--- config.mk ---
export PLATFORM = sky130hd
export DESIGN_NAME = generational_bump_allocator
export DESIGN_NICKNAME = d
export VERILOG_FILES = /design/src/rtl/gba_pkg.sv /design/src/rtl/gba_heap_ram.sv /design/src/rtl/gba_ctrl.sv /design/src/rtl/generational_bump_allocator.sv
export VERILOG_INCLUDE_DIRS = /design/src /design/src/rtl
export SDC_FILE = /design/constraint.sdc
export NUM_CORES = 1
export LEC_CHECK = 0
export ABC_AREA = 1
export BUFFER_PORTS_ARGS = -buffer_cell sky130_fd_sc_hd__buf_2
export CORE_UTILIZATION = 55
export DETAILED_ROUTE_END_ITERATION = 7
export GPL_TIMING_DRIVEN = 0
export PLACE_DENSITY_LB_ADDON = 0.05
export SETUP_SLACK_MARGIN = 0.1
export SLEW_MARGIN = 30
export SYNTH_ARGS = -nofsm -noshare
export SYNTH_HDL_FRONTEND = slang
export SYNTH_SLANG_ARGS = --single-unit
export TNS_END_PERCENT = 30
--- constraint.sdc ---
create_clock -name clk_i -period 20.5 [get_ports clk_i]
set_clock_uncertainty 0.2 [all_clocks]
set_input_delay 5.125 -clock clk_i [delete_from_list [all_inputs] [get_ports clk_i]]
set_output_delay 5.125 -clock clk_i [all_outputs]
set_load 0.01 [all_outputs]
--- src/rtl/generational_bump_allocator_macros.svh ---
`ifndef GENERATIONAL_BUMP_ALLOCATOR_MACROS_SVH
`define GENERATIONAL_BUMP_ALLOCATOR_MACROS_SVH

// Checks a condition in the same cycle as its trigger.
`define GBA_ASSERT_NOW(lbl, ante, cons, msg) \
  lbl: assert property (@(posedge clk_i) disable iff (!rst_ni) (ante) |-> (cons)) \
    else $error(msg);

// Checks a condition in the cycle after its trigger.
`define GBA_ASSERT_NEXT(lbl, ante, cons, msg) \
  lbl: assert property (@(posedge clk_i) disable iff (!rst_ni) (ante) |=> (cons)) \
    else $error(msg);

`endif

--- src/rtl/gba_pkg.sv ---
package gba_pkg;

  localparam int PAGE_BYTES    = 4096;
  localparam int POOL_PAGES    = 1024;
  localparam int HEADER_BYTES  = 40;
  localparam int HDR_ROUNDED   = ((HEADER_BYTES + 7) / 8) * 8;
  localparam int MAX_OBJ_BYTES = PAGE_BYTES - HDR_ROUNDED;

  localparam int NUM_HEAPS = 5;
  localparam int HEAP_W    = 3;
  localparam int OFF_W     = 13;
  localparam int BLK_W     = 11;
  localparam int OBJ_W     = 20;
  localparam int PAGES_W   = 11;
  localparam int SIZE_W    = 13;
  localparam int SUM_W     = 15;
  localparam int SHIFT_W   = 3;
  localparam int LA_SH_W   = OBJ_W + 7;
  localparam int NUM_SLOTS = 4;
  localparam int SLOT_W    = 2;
  localparam int CNT_W     = 3;
  localparam int BIDX_W    = 10;
  localparam int BOFF_W    = 12;
  localparam int CFG_DATA_W = 11;
  localparam int CFG_ADDR_W = 2;

  localparam logic [OFF_W-1:0]   HDR_OFF   = OFF_W'(HDR_ROUNDED);
  localparam logic [SIZE_W-1:0]  MAX_OBJ   = SIZE_W'(MAX_OBJ_BYTES);
  localparam logic [SUM_W-1:0]   PAGE_LIM  = SUM_W'(PAGE_BYTES);
  localparam logic [PAGES_W-1:0] POOL_LIM  = PAGES_W'(POOL_PAGES);
  localparam logic [BLK_W:0]     POOL_LIM_W = (BLK_W + 1)'(POOL_PAGES);
  localparam logic [PAGES_W-1:0] PAGES_RESET = PAGES_W'(3);
  localparam logic [BLK_W-1:0]   BLK_MAX   = '1;
  localparam logic [OBJ_W-1:0]   OBJ_MAX   = '1;

  localparam logic [HEAP_W-1:0] ROLE_YOUNG_SPARE = 3'd1;
  localparam logic [HEAP_W-1:0] ROLE_OLD         = 3'd2;
  localparam logic [HEAP_W-1:0] ROLE_OLD_SPARE   = 3'd3;
  localparam logic [HEAP_W-1:0] ROLE_STATIC      = 3'd4;
  localparam logic [HEAP_W-1:0] HEAP_STATIC      = 3'd4;

  localparam logic [1:0] LVL_NONE  = 2'd0;
  localparam logic [1:0] LVL_YOUNG = 2'd1;
  localparam logic [1:0] LVL_OLD   = 2'd2;

  typedef enum logic [1:0] {
    ACT_ALLOC = 2'd0,
    ACT_BEGIN = 2'd1,
    ACT_END   = 2'd2,
    ACT_NOP   = 2'd3
  } action_e;

  typedef enum logic [1:0] {
    ST_OK         = 2'd0,
    ST_TOO_BIG    = 2'd1,
    ST_POOL_EMPTY = 2'd2
  } status_e;

  typedef enum logic [CFG_ADDR_W-1:0] {
    CFG_ENABLE = 2'd0,
    CFG_MIN    = 2'd1,
    CFG_MAX    = 2'd2,
    CFG_SHIFT  = 2'd3
  } cfg_reg_e;

  typedef enum logic [2:0] {
    S_IDLE,
    S_READ,
    S_LATCH,
    S_CALC,
    S_WRITE,
    S_OUT
  } state_e;

  typedef struct packed {
    logic [OBJ_W-1:0] last_alive;
    logic [OBJ_W-1:0] objects;
    logic [BLK_W-1:0] blocks;
    logic [OFF_W-1:0] offset;
  } heap_ent_t;

  localparam heap_ent_t HEAP_INIT_ENT = '{
    last_alive: '0,
    objects:    '0,
    blocks:     BLK_W'(1),
    offset:     HDR_OFF
  };

  typedef struct packed {
    logic                  enable;
    logic [BLK_W-1:0]      min_blocks;
    logic [BLK_W-1:0]      max_blocks;
    logic [SHIFT_W-1:0]    shift;
  } cfg_t;

  typedef struct packed {
    action_e             action;
    logic [HEAP_W-1:0]   target_heap;
    logic [SIZE_W-1:0]   obj_bytes;
  } item_t;

  typedef struct packed {
    status_e             status;
    logic [BIDX_W-1:0]   block_index;
    logic [BOFF_W-1:0]   byte_offset;
    logic                new_block;
    logic                collect_request;
    logic [1:0]          pending_level;
  } result_t;

  typedef struct packed {
    logic              re;
    logic [HEAP_W-1:0] raddr;
    logic              we;
    logic [HEAP_W-1:0] waddr;
    heap_ent_t         wdata;
  } ram_req_t;

endpackage

--- src/rtl/gba_heap_ram.sv ---
module gba_heap_ram import gba_pkg::*; (
  input  logic      clk_i,
  input  logic      rst_ni,
  input  ram_req_t  req_i,
  output heap_ent_t rdata_o
);

  heap_ent_t                mem_q [NUM_HEAPS];
  logic [NUM_HEAPS-1:0]     valid_q;
  heap_ent_t                rdata_q;

  function automatic heap_ent_t reset_ent(logic [HEAP_W-1:0] addr);
    heap_ent_t e;
    e = '0;
    if (addr[0] == 1'b0) begin
      e = HEAP_INIT_ENT;
    end
    return e;
  endfunction

  always_ff @(posedge clk_i) begin
    if (req_i.we) begin
      mem_q[req_i.waddr] <= req_i.wdata;
    end
  end

  always_ff @(posedge clk_i or negedge rst_ni) begin
    if (!rst_ni) begin
      valid_q <= '0;
    end else if (req_i.we) begin
      valid_q[req_i.waddr] <= 1'b1;
    end
  end

  // Entries never written since reset read back as their reset contents.
  always_ff @(posedge clk_i) begin
    if (req_i.re) begin
      if (valid_q[req_i.raddr]) begin
        rdata_q <= mem_q[req_i.raddr];
      end else begin
        rdata_q <= reset_ent(req_i.raddr);
      end
    end
  end

  assign rdata_o = rdata_q;

endmodule

--- src/rtl/gba_ctrl.sv ---
module gba_ctrl import gba_pkg::*; (
  input  logic      clk_i,
  input  logic      rst_ni,
  input  cfg_t      cfg_i,
  input  logic      item_valid_i,
  output logic      item_ready_o,
  input  item_t     item_i,
  output ram_req_t  ram_req_o,
  input  heap_ent_t ram_rdata_i,
  output logic      res_valid_o,
  input  logic      res_ready_i,
  output result_t   res_o
);

  state_e               state_q, state_d;
  item_t                item_q;
  logic [HEAP_W-1:0]    addr_q [NUM_SLOTS];
  logic [HEAP_W-1:0]    addr_d [NUM_SLOTS];
  logic [CNT_W-1:0]     n_q, n_d;
  logic [SLOT_W-1:0]    cnt_q, cnt_d;
  heap_ent_t            ent_q [NUM_SLOTS];
  heap_ent_t            ent_c [NUM_SLOTS];
  result_t              res_q, res_c;
  logic                 wr_ok_c;
  logic                 ys_q, ys_c, os_q, os_c, coll_q, coll_c;
  logic [PAGES_W-1:0]   pages_q, pages_c;
  logic [1:0]           cl_q, cl_c;
  logic                 accept;
  logic                 last_slot;

  function automatic logic [HEAP_W-1:0] role_heap(logic [HEAP_W-1:0] role, logic ys,
                                                  logic os);
    logic [HEAP_W-1:0] h;
    case (role)
      ROLE_YOUNG_SPARE: h = {2'b00, ~ys};
      ROLE_OLD:         h = {2'b01, os};
      ROLE_OLD_SPARE:   h = {2'b01, ~os};
      ROLE_STATIC:      h = HEAP_STATIC;
      default:          h = {2'b00, ys};
    endcase
    return h;
  endfunction

  function automatic logic [PAGES_W-1:0] sat_sub(logic [PAGES_W-1:0] a,
                                                 logic [BLK_W-1:0] b);
    logic [PAGES_W-1:0] r;
    if (BLK_W'(a) < b) begin
      r = '0;
    end else begin
      r = a - PAGES_W'(b);
    end
    return r;
  endfunction

  assign accept    = (state_q == S_IDLE) && item_valid_i;
  assign last_slot = (CNT_W'(cnt_q) + CNT_W'(1)) >= n_q;

  always_comb begin
    for (int i = 0; i < NUM_SLOTS; i++) begin
      addr_d[i] = addr_q[i];
    end
    n_d = n_q;
    if (accept) begin
      for (int i = 0; i < NUM_SLOTS; i++) begin
        addr_d[i] = '0;
      end
      n_d = '0;
      case (item_i.action)
        ACT_ALLOC: begin
          addr_d[0] = role_heap(item_i.target_heap, ys_q, os_q);
          n_d       = CNT_W'(1);
        end
        ACT_BEGIN: begin
          if (!coll_q) begin
            addr_d[0] = {2'b00, ~ys_q};
            addr_d[1] = {2'b01, ~os_q};
            n_d       = (cl_q >= LVL_OLD) ? CNT_W'(2) : CNT_W'(1);
          end
        end
        ACT_END: begin
          if (coll_q) begin
            addr_d[0] = {2'b00, ys_q};
            addr_d[1] = {2'b00, ~ys_q};
            addr_d[2] = {2'b01, os_q};
            addr_d[3] = {2'b01, ~os_q};
            n_d       = (cl_q >= LVL_OLD) ? CNT_W'(4) : CNT_W'(2);
          end
        end
        default: begin
        end
      endcase
    end
  end

  always_comb begin
    heap_ent_t          e;
    logic [SUM_W-1:0]   rnd;
    logic [SUM_W-1:0]   sum;
    logic               fit;
    logic               opened;
    logic [BLK_W-1:0]   blk_new;
    logic [BLK_W-1:0]   bidx_full;
    logic [OFF_W-1:0]   ptr;
    logic [LA_SH_W-1:0] la_sh;
    logic               fires;
    logic               is_old;
    logic               lvl2;
    logic [1:0]         lvl;
    logic [BLK_W:0]     freed;
    logic [BLK_W:0]     base;
    logic [BLK_W:0]     need;
    logic [PAGES_W-1:0] p;

    for (int i = 0; i < NUM_SLOTS; i++) begin
      ent_c[i] = ent_q[i];
    end
    wr_ok_c = 1'b0;
    res_c   = '0;
    ys_c    = ys_q;
    os_c    = os_q;
    coll_c  = coll_q;
    pages_c = pages_q;
    cl_c    = cl_q;
    lvl2    = (cl_q >= LVL_OLD);

    e         = ent_q[0];
    rnd       = (SUM_W'(item_q.obj_bytes) + SUM_W'(7)) & ~SUM_W'(7);
    sum       = SUM_W'(e.offset) + rnd;
    fit       = (e.blocks != '0) && (sum <= PAGE_LIM);
    opened    = !fit;
    blk_new   = (opened && (e.blocks != BLK_MAX)) ? e.blocks + BLK_W'(1) : e.blocks;
    bidx_full = blk_new - BLK_W'(1);
    ptr       = opened ? HDR_OFF : e.offset;
    is_old    = addr_q[0][1];
    lvl       = is_old ? LVL_OLD : LVL_YOUNG;
    la_sh     = LA_SH_W'(e.last_alive) << cfg_i.shift;
    fires     = (blk_new >= cfg_i.min_blocks) &&
                ((is_old && (blk_new > cfg_i.max_blocks)) || (LA_SH_W'(e.objects) > la_sh));

    freed = {1'b0, ent_q[0].blocks} + (lvl2 ? {1'b0, ent_q[1].blocks} : '0);
    base  = (freed > {1'b0, pages_q}) ? '0 : {1'b0, pages_q} - freed;
    need  = base + (lvl2 ? (BLK_W + 1)'(2) : (BLK_W + 1)'(1));
    p     = pages_q;

    case (item_q.action)
      ACT_ALLOC: begin
        if (item_q.obj_bytes > MAX_OBJ) begin
          res_c.status = ST_TOO_BIG;
        end else if (opened && (pages_q >= POOL_LIM)) begin
          res_c.status = ST_POOL_EMPTY;
        end else begin
          wr_ok_c = 1'b1;
          if (opened) begin
            pages_c = pages_q + PAGES_W'(1);
            if (!addr_q[0][2] && !coll_q && cfg_i.enable && fires && (lvl > cl_q)) begin
              cl_c = lvl;
            end
          end
          ent_c[0].offset  = ptr + rnd[OFF_W-1:0];
          ent_c[0].blocks  = blk_new;
          ent_c[0].objects = (e.objects != OBJ_MAX) ? e.objects + OBJ_W'(1) : e.objects;
          res_c.block_index = bidx_full[BIDX_W-1:0];
          res_c.byte_offset = ptr[BOFF_W-1:0];
          res_c.new_block   = opened;
        end
      end
      ACT_BEGIN: begin
        if (!coll_q) begin
          if (need > POOL_LIM_W) begin
            res_c.status = ST_POOL_EMPTY;
          end else begin
            wr_ok_c  = 1'b1;
            ent_c[0] = HEAP_INIT_ENT;
            p = sat_sub(pages_q, ent_q[0].blocks) + PAGES_W'(1);
            if (lvl2) begin
              ent_c[1] = HEAP_INIT_ENT;
              p = sat_sub(p, ent_q[1].blocks) + PAGES_W'(1);
            end
            pages_c = p;
            coll_c  = 1'b1;
            cl_c    = lvl2 ? LVL_OLD : LVL_YOUNG;
          end
        end
      end
      ACT_END: begin
        if (coll_q) begin
          wr_ok_c             = 1'b1;
          ys_c                = ~ys_q;
          p                   = sat_sub(pages_q, ent_q[0].blocks);
          ent_c[0]            = '0;
          ent_c[1].last_alive = ent_q[1].objects;
          if (lvl2) begin
            os_c                = ~os_q;
            p                   = sat_sub(p, ent_q[2].blocks);
            ent_c[2]            = '0;
            ent_c[3].last_alive = ent_q[3].objects;
          end
          pages_c = p;
          coll_c  = 1'b0;
          cl_c    = LVL_NONE;
        end
      end
      default: begin
      end
    endcase

    res_c.collect_request = (cl_c != LVL_NONE);
    res_c.pending_level   = cl_c;
  end

  always_comb begin
    state_d         = state_q;
    cnt_d           = cnt_q;
    item_ready_o    = 1'b0;
    res_valid_o     = 1'b0;
    ram_req_o.re    = 1'b0;
    ram_req_o.we    = 1'b0;
    ram_req_o.raddr = addr_q[cnt_q];
    ram_req_o.waddr = addr_q[cnt_q];
    ram_req_o.wdata = ent_q[cnt_q];
    case (state_q)
      S_IDLE: begin
        item_ready_o = 1'b1;
        if (item_valid_i) begin
          cnt_d   = '0;
          state_d = (n_d == '0) ? S_CALC : S_READ;
        end
      end
      S_READ: begin
        ram_req_o.re = 1'b1;
        state_d      = S_LATCH;
      end
      S_LATCH: begin
        if (last_slot) begin
          state_d = S_CALC;
        end else begin
          cnt_d   = cnt_q + SLOT_W'(1);
          state_d = S_READ;
        end
      end
      S_CALC: begin
        cnt_d   = '0;
        state_d = (wr_ok_c && (n_q != '0)) ? S_WRITE : S_OUT;
      end
      S_WRITE: begin
        ram_req_o.we = 1'b1;
        if (last_slot) begin
          state_d = S_OUT;
        end else begin
          cnt_d = cnt_q + SLOT_W'(1);
        end
      end
      S_OUT: begin
        res_valid_o = 1'b1;
        if (res_ready_i) begin
          state_d = S_IDLE;
        end
      end
      default: begin
        state_d = S_IDLE;
      end
    endcase
  end

  always_ff @(posedge clk_i or negedge rst_ni) begin
    if (!rst_ni) begin
      state_q <= S_IDLE;
      cnt_q   <= '0;
      n_q     <= '0;
      ys_q    <= 1'b0;
      os_q    <= 1'b0;
      coll_q  <= 1'b0;
      pages_q <= PAGES_RESET;
      cl_q    <= LVL_NONE;
    end else begin
      state_q <= state_d;
      cnt_q   <= cnt_d;
      n_q     <= n_d;
      if (state_q == S_CALC) begin
        ys_q    <= ys_c;
        os_q    <= os_c;
        coll_q  <= coll_c;
        pages_q <= pages_c;
        cl_q    <= cl_c;
      end
    end
  end

  always_ff @(posedge clk_i) begin
    if (accept) begin
      item_q <= item_i;
    end
    for (int i = 0; i < NUM_SLOTS; i++) begin
      addr_q[i] <= addr_d[i];
    end
    if (state_q == S_LATCH) begin
      ent_q[cnt_q] <= ram_rdata_i;
    end
    if (state_q == S_CALC) begin
      for (int i = 0; i < NUM_SLOTS; i++) begin
        ent_q[i] <= ent_c[i];
      end
      res_q <= res_c;
    end
  end

  assign res_o = res_q;

endmodule

--- src/rtl/generational_bump_allocator.sv ---
// Channel   Direction  Beat contents
// s_axis    in         tdata: obj_bytes; tuser: action, target_heap
// m_axis    out        tdata: block_index .. pending_level; tuser: status
// cfg       in         one register write per cycle with cfg_we_i high
//
// Before the next item is taken, each heap entry an item touches is read and
// captured, the update is computed, each entry is written back and the result
// is offered: one entry for an allocation, none for an ignored action, one or
// two for a begin, two or four for an end. A refused item skips the writes.
// Reset clears the roles and collection state and sets the page count to three.
// A stalled result port holds the beat in its register and the sequencer waits.
module generational_bump_allocator import gba_pkg::*; (
  input  logic                  clk_i,
  input  logic                  rst_ni,
  input  logic                  s_axis_tvalid,
  output logic                  s_axis_tready,
  input  logic [15:0]           s_axis_tdata,   // [12:0] obj_bytes
  input  logic [4:0]            s_axis_tuser,   // [1:0] action, [4:2] target_heap
  output logic                  m_axis_tvalid,
  input  logic                  m_axis_tready,
  // [9:0] block_index, [21:10] byte_offset, [22] new_block,
  // [23] collect_request, [25:24] pending_level
  output logic [31:0]           m_axis_tdata,
  output logic [1:0]            m_axis_tuser,   // [1:0] status
  input  logic                  cfg_we_i,
  input  logic [CFG_ADDR_W-1:0] cfg_addr_i,
  input  logic [CFG_DATA_W-1:0] cfg_wdata_i
);

  `include "generational_bump_allocator_macros.svh"

  cfg_t      cfg_q;
  item_t     item;
  ram_req_t  ram_req;
  heap_ent_t ram_rdata;
  logic      res_valid;
  logic      res_ready;
  result_t   res;
  logic      out_valid_q;
  result_t   out_q;

  always_ff @(posedge clk_i or negedge rst_ni) begin
    if (!rst_ni) begin
      cfg_q.enable     <= 1'b1;
      cfg_q.min_blocks <= BLK_W'(100);
      cfg_q.max_blocks <= BLK_W'(1000);
      cfg_q.shift      <= SHIFT_W'(2);
    end else if (cfg_we_i) begin
      case (cfg_reg_e'(cfg_addr_i))
        CFG_ENABLE: cfg_q.enable     <= cfg_wdata_i[0];
        CFG_MIN:    cfg_q.min_blocks <= cfg_wdata_i[BLK_W-1:0];
        CFG_MAX:    cfg_q.max_blocks <= cfg_wdata_i[BLK_W-1:0];
        CFG_SHIFT:  cfg_q.shift      <= cfg_wdata_i[SHIFT_W-1:0];
        default: begin
        end
      endcase
    end
  end

  assign item.action      = action_e'(s_axis_tuser[1:0]);
  assign item.target_heap = s_axis_tuser[4:2];
  assign item.obj_bytes   = s_axis_tdata[SIZE_W-1:0];

  gba_heap_ram u_heap_ram (
    .clk_i   (clk_i),
    .rst_ni  (rst_ni),
    .req_i   (ram_req),
    .rdata_o (ram_rdata)
  );

  gba_ctrl u_ctrl (
    .clk_i        (clk_i),
    .rst_ni       (rst_ni),
    .cfg_i        (cfg_q),
    .item_valid_i (s_axis_tvalid),
    .item_ready_o (s_axis_tready),
    .item_i       (item),
    .ram_req_o    (ram_req),
    .ram_rdata_i  (ram_rdata),
    .res_valid_o  (res_valid),
    .res_ready_i  (res_ready),
    .res_o        (res)
  );

  assign res_ready = !out_valid_q || m_axis_tready;

  always_ff @(posedge clk_i or negedge rst_ni) begin
    if (!rst_ni) begin
      out_valid_q <= 1'b0;
    end else if (res_ready) begin
      out_valid_q <= res_valid;
    end
  end

  always_ff @(posedge clk_i) begin
    if (res_valid && res_ready) begin
      out_q <= res;
    end
  end

  assign m_axis_tvalid = out_valid_q;
  assign m_axis_tuser  = out_q.status;
  assign m_axis_tdata  = {6'd0, out_q.pending_level, out_q.collect_request,
                          out_q.new_block, out_q.byte_offset, out_q.block_index};

  `GBA_ASSERT_NEXT(a_one_item, s_axis_tvalid && s_axis_tready, !s_axis_tready, "item accepted while busy")
  `GBA_ASSERT_NEXT(a_res_hold, res_valid && !res_ready, res_valid && $stable(res), "result dropped while stalled")
  `GBA_ASSERT_NOW(a_fail_zero, out_valid_q && (out_q.status != ST_OK), (out_q.block_index == '0) && (out_q.byte_offset == '0) && !out_q.new_block, "failed item carries placement")
  `GBA_ASSERT_NOW(a_fresh_page, out_valid_q && out_q.new_block, (out_q.status == ST_OK) && (out_q.byte_offset == HDR_OFF[BOFF_W-1:0]), "new page not at header end")

endmodule

; ---- Word-level counts from Yosys, hierarchy flattened
; Memory sizes are Yosys's and may differ from the RTL's.
; Index checks and enable logic that the tools add are counted.
[word_totals]
mem_bits_ro = 0
latch_bits = 0
register_bits = 191
input_bits = 39
ram_bits = 588
output_inout_bits = 36
n_memories = 3
[mem_list]
columns = name, depth, width, read_ports, rd_ports_with_merged_regs, wr, line
row1 = u_heap_ram.mem_q, 5, 64, 1, 0, 1, gba_heap_ram.sv:8  ; heap_ent_t mem_q [NUM_HEAPS];
row2 = u_ctrl.ent_q, 4, 64, 5, 0, 4, gba_ctrl.sv:21  ; heap_ent_t ent_q [NUM_SLOTS];
row3 = u_ctrl.addr_q, 4, 3, 2, 0, 4, gba_ctrl.sv:17  ; logic [HEAP_W-1:0] addr_q [NUM_SLOTS];
[classes]
add_sub_neg = 17
n_eq_ne = 29
magnitude_cmp = 16
n_mux = 105
multipliers = 0
reduce_logical = 43
div = 0
bitwise_logic = 4
shift = 1
[op_table]
columns = op, count
row1 = two-way mux 84 bit, 4
row2 = two-way mux 128 bit, 2
row3 = two-way mux 11 bit, 22
row4 = two-way mux 64 bit, 3
row5 = two-way mux 44 bit, 3
row6 = case mux 44 bit (3 select lines), 1
row7 = case mux 20 bit (2 select lines), 2
row8 = OR reduction 64 bit, 1
row9 = "adder 11 x 1 -> 11 bit, second input constant", 4
row10 = two-way mux 2 bit, 20
row11 = less-than comparator 11 bit, 3
row12 = case mux 11 bit (3 select lines), 1
row13 = subtractor 11 bit, 3
row14 = > comparator 20 x 27 -> 1 bit, 1
row15 = << shifter 20 x 3 -> 27 bit, 1
row16 = two-way mux 12 bit, 2
row17 = two-way mux 3 bit, 7
row18 = "adder 20 x 1 -> 20 bit, second input constant", 1
row19 = two-way mux 1 bit, 20
row20 = two-way mux 20 bit, 1
row21 = "!= test 20 bit, second input constant", 1
row22 = case mux 3 bit (3 select lines), 2
row23 = case mux 3 bit (6 select lines), 1
row24 = "!= test 2 bit, second input constant", 8
row25 = 58 further kinds, 101

; ---- Logic depth before layout (Yosys ltp)
; Gate-level depths: netlist (run 1).
[depth]
depth_word = 22
ltp_mapped = 43

; ---- By module
; From an unflattened synthesis (run 1), not the netlist that was laid out.
[unflattened]
hier_cells = 4342
hier_area_um2 = 40610.2
[modules_own_cells]
columns = mod, area_each_um2, instances, cells_each
row1 = gba_ctrl, 22746.8, 1, 2730
row2 = gba_heap_ram, 15726.3, 1, 1449
row3 = generational_bump_allocator, 2137.0, 1, 163

; ---- Worst setup path after synthesis (run 1)
; OpenSTA, ideal clock, no wires.
[synth_path]
path_kind = register to register
start = register, netlist name u_ctrl.cl_q[1]
end = memory u_ctrl.ent_q[1][0] (netlist name) (enable)
arrival_ns = 9.486
t_required_ns = 19.733
setup_time_ns = 0.567
path_buffers = 3
slack_ns = 10.247
path_stages_with_launch = 38
cell_sequence = dfrtp_1 > clkbuf_1 > clkbuf_1 > buf_1 > nand2_1 > inv_1 > ha_1 > inv_1 > fa_1 > o21ai_0 > a21oi_1 > o21bai_1 > a21oi_1 > o21bai_1 > nand2_1 > nand2_1 > a21oi_1 > xor2_1 > [... 2 more ...] > nor2_1 > o21ai_2 > nand2_2 > inv_2 > nor2_1 > ha_1 > fa_1 > inv_1 > nor2_1 > nand3_4 > nor2_4 > nand2_1 > nand3_1 > nor2_1 > nand3_1 > nand2_2 > nand2_2 > o41ai_1
[synth_lines]
columns = item, line
row1 = to (decl), gba_ctrl.sv:21

==> impl.org, run 1 <==
** Status
- Result of the run :: completed

** Detailed routing
- DRC violation total after the first TritonRoute iteration :: 3827
- For this block, the via count after detailed routing is just under 30000.
- Total iterations of the first detailed-routing run :: 6
- Average wire length per cell after detail routing :: about 23 µm
- Met1 wire length :: roughly 50 mm
- The final layout contains routed wiring with a total length of roughly 120 mm.
- Wire length on met2 :: just under 50 mm
- Total met3 wirelength after detailed routing :: ~15 mm
- The highest layer touched by signal routing is met5.
- After detailed routing, the number of remaining DRC violations is 0.
- After detailed routing, the number of vias per cell comes to between 5 and 6.
- Antenna viol nets, final :: 0

** Setup path
- The largest individual stage delay along the critical path comes from the cell sky130_fd_sc_hd__o41ai_2.
- Stage delay of the slowest cell on the critical path :: around 720 ps
- In this run the worst path has a maximum fanout of 10.
- CP Capture Type :: flop
- Arrival time at the worst endpoint :: slightly above 9000 ps
- The worst register-to-register path ends at u_ctrl.ent_q[1][7].
- Number of cells on the worst reg-to-reg path :: 43
- The worst setup path is of the flop to flop kind.
- In this run the critical register-to-register path is launched from u_ctrl.cl_q[1].
- The cell that appears most often on the critical path is sky130_fd_sc_hd__buf_2.
- Startpoint type of the worst setup path :: flop
- Across all register-to-register paths, the minimum setup slack is 11460 ps.
- Worst Path Required :: 20660 ps

** Logic synthesis
- Of all cell types, the one taking the most synthesized area is sky130_fd_sc_hd__edfxtp_1.
- Synthesis handed over a netlist of approximately 3800 instances.
- Count of different cell masters after synthesis :: 60
- Ranked by instance count, the synthesized netlist is headed by sky130_fd_sc_hd__nand2_1, sky130_fd_sc_hd__edfxtp_1, sky130_fd_sc_hd__nor2_1.
- For this run, the register share of the synthesized area comes to 0.6010.
- Number of flops mapped to enable cells by yosys :: 719
- Synth warnings :: 0
- The share of synthesized area in the top cell type comes to 0.5640.
- Leading register cell type out of synthesis :: sky130_fd_sc_hd__edfxtp_1
- The mapped netlist covers about 38000 µm².
- Async set or reset register ratio after synthesis :: 0.07226
- Top post-synthesis cells by area :: sky130_fd_sc_hd__edfxtp_1, sky130_fd_sc_hd__nand2_1, sky130_fd_sc_hd__ha_1
- A synthesized cell averages a little over 10 µm².
- Count leader, synth :: sky130_fd_sc_hd__nand2_1
- Number of synthesized register bits :: about 780

** Cells and area
- Reg area :: between 20000 and 25000 µm²
- Total number of nets in the final design :: around 4200
- Number of fill cells :: between 5000 and 6000
- From synthesis to final layout, the design area changed by 14.09%.
- Layout Cells excl Fill :: 5000
- The number of antenna diodes in the final layout is 0.
- Area occupied by multi-input gates :: around 13000 µm²
- In the final layout, the share of cells above drive strength 1 is 0.08651.

** Floorplan
- Measured along the y axis, the die boundary spans 265.8 µm.
- Area of the core :: roughly 69000 µm²
- From left edge to right edge, the die measures roughly 270 µm.
- Total I/O pin count :: 75
- The floorplan has 96 rows.
- Die Outline Area :: around 71000 µm²
- For this configuration, the core starts out at a cell density of 0.5572.

** Worst hold path
- Worst-case hold path end point :: m_axis_tdata[17]
- Path type of the worst min-delay path :: flop to flop
- Hold path cells :: 0
- Hold path startpoint :: u_ctrl.res_o[11]

** STA
- Final period demand of the worst path :: about 9000 ps
- For this run, the top clock speed supported by timing is 0.1106 GHz.
- Count of final hold-check violations :: 0
- In this run the tightest slew margin relative to its limit is 0.2647.
- Across all setup checks in the final design, the least slack found is 11460 ps.
- Transition time at the pin with the least slew margin :: around 1100 ps
- Unrepaired setup endpoints after global routing :: false
- Total negative slack :: 0 ps
- Max Slew Vio Count :: 0
- In the finished design, the share of the clock period the worst path needs comes to 0.4410.
- Setup violations remaining at the end of the flow were counted as 0.

** Place
- The congestion estimate from routability-driven global placement came to between 0.9 and 1.
- # placed instances :: about 4900
- Detailed-placement wirelength estimate :: slightly below 90 mm
- Post-place setup slack :: between 10000 and 15000 ps
- Number of buffers added on ports :: 65

** CTS
- Number of sinks driven by the clock tree :: 775
- After clock tree synthesis, the clock-pin slew on the worst setup and hold paths is ~60 ps.
- Total CTS buffers :: 81
- In this run, post-CTS hold repair placed 0 buffers.
- Buffers added to address setup during post-CTS repair amount to 0.
- The clock passes through at most 3 buffers.
- Clock insertion delay at the later pin of the skew report :: ~660 ps
- TritonCTS built the clock tree.
- The H-tree was split into 3 levels.
- Root Buffer :: sky130_fd_sc_hd__clkbuf_16
- PostCTS Resize Cnt :: 0

** Global route
- For this run, the total global-route usage over all layers was measured as 0.3283.
- Number of antenna violations at the first check in global routing :: 2
- GRT overflow :: 0
- First-pass GRT wire length :: ~170 mm
- Entering global routing, the biggest net connects 32 pins.
- The via count of the first global-routing pass is between 20000 and 30000.

** Flow run
- Across the run, the number of max-cap violations was 0.

** Pwr
- Power spread over the standard cell area amounts to ~170 nW/µm².
- Static leakage power :: ~17 nW
- The worst-case IR drop observed on VDD is slightly above 0.00008 V.
## report_power, final
part | total [W] | internal, W | switching, W | leakage, nW
logic | 0.00343 | 0.000990 | 0.00244 | 8.15
clock network | 0.00154 | 0.000900 | 0.000639 | 1.36
registers | 0.00259 | 0.00238 | 0.000212 | 7.23
## cell type report
type | instances | share of cell area
Buffer | 168 | 0.01567
Clock buffer | 96 | 0.04841
Clock inverter | 51 | 0.01558
Inverter | 382 | 0.03283
Multi-Input combinational cell | 2479 | 0.3046
Sequential cell | 775 | 0.5268
Tap cell | 931 | 0.02667
Timing Repair Buffer | 118 | 0.02942
## layout by cell type (no fill, tap or decap), drive strengths merged, types with 18 or more instances in the layout
| cell | synthesis | routed |
|---|---|---|
| xnor2 | 21 | 21 |
| dfrtp | 43 | 43 |
| clkinv | 5 | 39 |
| nor2 | 471 | 471 |
| nand4 | 29 | 29 |
| xor2 | 51 | 51 |
| clkbuf | 141 | 237 |
| a21oi | 242 | 242 |
| nor3 | 36 | 36 |
| a31oi | 20 | 20 |
| nand2 | 776 | 776 |
| o22ai | 115 | 115 |
| buf | 27 | 145 |
| edfxtp | 719 | 719 |
| nand3 | 100 | 100 |
| ha | 141 | 141 |
| a41oi | 61 | 61 |
| o21ai | 296 | 296 |
| inv | 377 | 380 |
| o211ai | 18 | 18 |
## state kept, by name, indices dropped and copies added, names as in the netlist, 2 cells and up
name,cells
u_heap_ram.mem_q,320
u_ctrl.ent_q,256
u_heap_ram.rdata_o,64
u_ctrl.res_o,28
cfg_q,26
m_axis_tdata,26
u_ctrl.item_q,15
u_ctrl.pages_q,11
u_ctrl.addr_q,8
u_heap_ram.valid_q,5
u_ctrl.n_q,3
u_ctrl.state_q,3
m_axis_tuser,2
u_ctrl.cl_q,2
u_ctrl.cnt_q,2
## layer usage
| layer | GRT usage | vias up |
|---|---|---|
| li1 | - | 13638 |
| met1 | 0.4900 | 13895 |
| met2 | 0.4726 | 1573 |
| met3 | 0.08762 | 177 |
| met4 | 0.08776 | 2 |
| met5 | 0 | - |
## worst max-delay path, delay by kind of cell, from the launching register on
kind                       cells  cell delay (ps)
AOI/OAI and AO/OA              8             1840
DFF                            1              320
and+or+nand+nor               15             1340
buffers and inverters         14             3420
adders and majority gates      5             1430
xor gates and xnor gates       1              140
## kinds of logic (layout without fill, tap and decap cells)
kind of cell               after synthesis  in the layout  synth area share
adders and majority gates              149            149           0.05026
AOI/OAI and AO/OA                      803            803            0.1220
buffers and inverters                  550            815           0.05526
DFF                                    775            775            0.6010
muxes                                    3              3         0.0007844
and+or+nand+nor                       1446           1446            0.1542
other                                    1              6        0.00009795
xor gates and xnor gates                72             72           0.01647
## metrics by stage
| step | hold slack, ps | cell area (µm²) | total power [W] | util |
|---|---|---|---|---|
| 3_3_place_gp | 200.9 | 39790 | 0.005833 | 0.5792 |
| 2_1_floorplan | 200.3 | 38300 | 0.004639 | - |
| 4_1_cts | 199.5 | 43670 | 0.007484 | 0.6356 |
| 6_report | 197.7 | 43680 | 0.007564 | 0.6357 |
| 5_1_grt | 209.5 | 43680 | 0.007956 | 0.6357 |
| 3_5_place_dp | 204.5 | 40870 | 0.005946 | 0.5949 |
## worst max-delay path by stage
stage,from,to,slack (ps),cells past startpoint
global placement,u_ctrl.cl_q[1],u_ctrl.ent_q[1][7],5610,37
detailed placement,u_ctrl.cl_q[1],u_ctrl.ent_q[1][7],11700,43
global route,u_ctrl.cl_q[1],u_ctrl.ent_q[1][7],11160,44
CTS,u_ctrl.cl_q[1],u_ctrl.ent_q[1][7],11670,43
finish,u_ctrl.cl_q[1],u_ctrl.ent_q[1][7],11460,43
floorplan,u_ctrl.cl_q[1],u_ctrl.ent_q[1][0],10250,37
No activity file was read; power rests on OpenSTA's default activity.
==> run 2: changes to the inputs <==
clock period = 7.3 ns   (was 20.5 ns; I/O delays follow)
==> run 2 against run 1 <==
  * Die area stayed put
  * Clock power grew to 2.7 times the previous value
  * Sequential cell count stayed put
==> impl.org, run 2 (same netlist as run 1, synthesis figures left out) <==
** STA
- Final period demand of the worst path :: between 6000 and 7000 ps
- After layout, the worst setup slack is between 600 and 700 ps.
- Measured against its own limit, the worst slew margin works out to 0.3050.
- The number of slew-limit violations in the final report is 0.
- Setup repair after global routing could not meet its margin everywhere.
- The final number of hold-violating endpoints was 0.
- For this run, the top clock speed supported by timing is 0.1499 GHz.
- For the pin with the worst max-slew slack, the measured transition is about 1000 ps.
- Setup violations remaining at the end of the flow were counted as 0.
- Dividing the final minimum period by the clock period gives 0.9140.

** Setup path
- CP Capture Type :: flop
- The largest individual stage delay along the critical path comes from the cell sky130_fd_sc_hd__edfxtp_1.
- At the worst endpoint, the required time is 7440 ps.
- Arrival time at the worst endpoint :: between 6000 and 7000 ps
- Classification of the worst setup path :: flop to flop
- Stage delay of the slowest cell on the critical path :: about 630 ps
- Startpoint type of the worst setup path :: flop
- Cell family with most CP delay :: simple AND/OR/NAND/NOR gates
- Biggest fanout along the worst timing path :: 9
- Together, buffers and inverters on the worst path number 7.

** Detailed routing
- After detailed routing, the number of vias per cell comes to 5.848.
- For this block, the via count after detailed routing is 29310.
- The first detailed-routing pass took 6 iterations.
- Average wire length per cell after detail routing :: roughly 23 µm
- DRC violation total after the first TritonRoute iteration :: about 3400
- Total Wirelength :: 114.9 mm
- Post-route DRC violation count :: 0
- In this run the remaining antenna-violating nets after routing total 0.

** Cells and area
- The final layout contains ~4200 nets.
- Leaving out filler cells and counting taps, the final layout contains ~5000.
- Leaving out fill and tap cells, the most frequent cell in the layout is sky130_fd_sc_hd__nand2_1.
- Most flop-heavy register :: u_heap_ram.mem_q
- In the layout the commonest cells are sky130_fd_sc_hd__nand2_1, sky130_fd_sc_hd__edfxtp_1, sky130_fd_sc_hd__nor2_1.
- Layout Area Growth over Synthesis :: 14.16%
- Of the cells placed in the final design, the portion with a size suffix greater than 1 is 0.08875.
- The register with the most flip-flops in the layout has 320 of them.

** CTS
- Clock tree from TritonCTS :: built
- The H-tree generated during clock tree synthesis spans 3 levels.
- In this run, CTS created clock tree buffers numbering between 80 and 90.
- CTS clock-pin slew for the worst setup and hold paths :: 60 ps
- Root Buffer :: sky130_fd_sc_hd__clkbuf_16
- Counting along the longest clock path gives a buffer depth of 3.
- Clock insertion delay at the later pin of the skew report :: between 600 and 700 ps
- The tree built by TritonCTS fans out to between 700 and 800 sinks.
- Cts-stage hold buffer count :: 0

** Floorplan
- Total I/O pin count :: 75
- Measured along the y axis, the die boundary spans about 270 µm.
- In this run the standard cell core region covers about 69000 µm².
- Die Outline Area :: between 70000 and 80000 µm²
- Overall die width :: approximately 270 µm
- For this configuration, the core starts out at a cell density of 0.5572.
- Number of rows created at floorplan :: 96

** Global route
- Global routing finished with a remaining overflow of 0.
- In the global route stage, met3 resource usage came out at 0.06349.
- For this run, global-route usage on met2 was measured as 0.5111.
- The global routing stage identified its most utilized layer as met2.
- Number of antenna violations at the first check in global routing :: 3
- Number of global-route vias before repair :: between 20000 and 30000
- For met1 alone, demand over resource in global routing was 0.4507.
- Entering global routing, the biggest net connects 38 pins.
- Across every metal layer, demand over resource in global routing totals 0.3275.
- First-pass GRT wire length :: 171.3 mm

** Place
- The HPWL after detailed placement is 85.74 mm.
- # placed instances :: 4849
- Post-place setup slack :: -825.8 ps
- Number of buffers added on ports :: 65
- Routability-driven placement finished with a final weighted congestion of between 0.9 and 1.

** Pwr
- The worst-case IR drop observed on VDD is around 0.00024 V.
- In this run the static leakage power is 16.73 nW.
- Power Dens Cells :: 478.6 nW/µm²

** Flow run
- Reported max-cap violation count :: 0

** Worst hold path
- The path class of the tightest hold or removal check is flop to flop.

** Status
- Result of the run :: completed
==> run 2: changes by cell type in the layout (fill, tap and decap cells not counted), sizes merged <==
cell      before  now
diode          0    2
buf          145  150
inv          380  383
clkbuf       237  242
clkinv        39   40
bufinv        12    6
clkinvlp       2    4
==> run 2: worst paths after layout <==
check                                     from             endpoint  slack (ps)  cells past startpoint
max reg2reg                u_ctrl.ent_q[0][14]  u_ctrl.ent_q[0][46]         630                     33
min in group asynchronous               rst_ni            cfg_q[22]         890                      1
min reg2reg                    u_ctrl.res_o[1]     m_axis_tdata[25]         180                      0
min                            u_ctrl.res_o[1]     m_axis_tdata[25]         180                      0
max                        u_ctrl.ent_q[0][14]  u_ctrl.ent_q[0][46]         630                     33
max in group asynchronous               rst_ni             cfg_q[1]        5390                      2
==> run 2: timing repair <==
action	CTS	global route
pin swaps	1	2
setup endpoints to repair	136	140
setup buffers	1	7
gates resized for setup	3	15
endpoints found under the hold margin	0	0
==> run 2: stage by stage <==
stage	area (µm²)	util	total power (W)	hold slack, ps	TNS [ps]
floorplan	38320	-	0.01303	200.3	0
global placement	39810	0.5795	0.01623	200.6	-1066200
detailed placement	40880	0.5950	0.01654	204.5	-50100
CTS	43600	0.6346	0.02074	172.8	0
global route	43700	0.6361	0.02212	197.5	0
finish	43700	0.6361	0.02092	178.4	0
==> run 2: power breakdown <==
part / internal (W) / switching, W / total (W)
sequential: 0.00669 / 0.000598 / 0.00729
clock: 0.00237 / 0.00182 / 0.00420
combinational: 0.00279 / 0.00664 / 0.00943
==> run 2: per-layer routing <==
metal / routed length, µm / vias up
met3: 10860 / 265
met2: 52020 / 1358
met1: 47240 / 14052
met5: 0 / -
met4: 4745 / 0
li1: - / 13635
==> run 2: final cells by class <==
| class | instances | area [µm²] |
|---|---|---|
| buffer | 167 | 698.2 |
| multi-input combinational | 2479 | 13340 |
| fill | 5756 | 25000 |
| inverter | 382 | 1436 |
| tap | 931 | 1165 |
| antenna | 2 | 5.005 |
| clock buffer | 103 | 2183 |
| clock inverter | 51 | 530.5 |
| timing repair buffer | 122 | 1334 |
| sequential | 775 | 23010 |
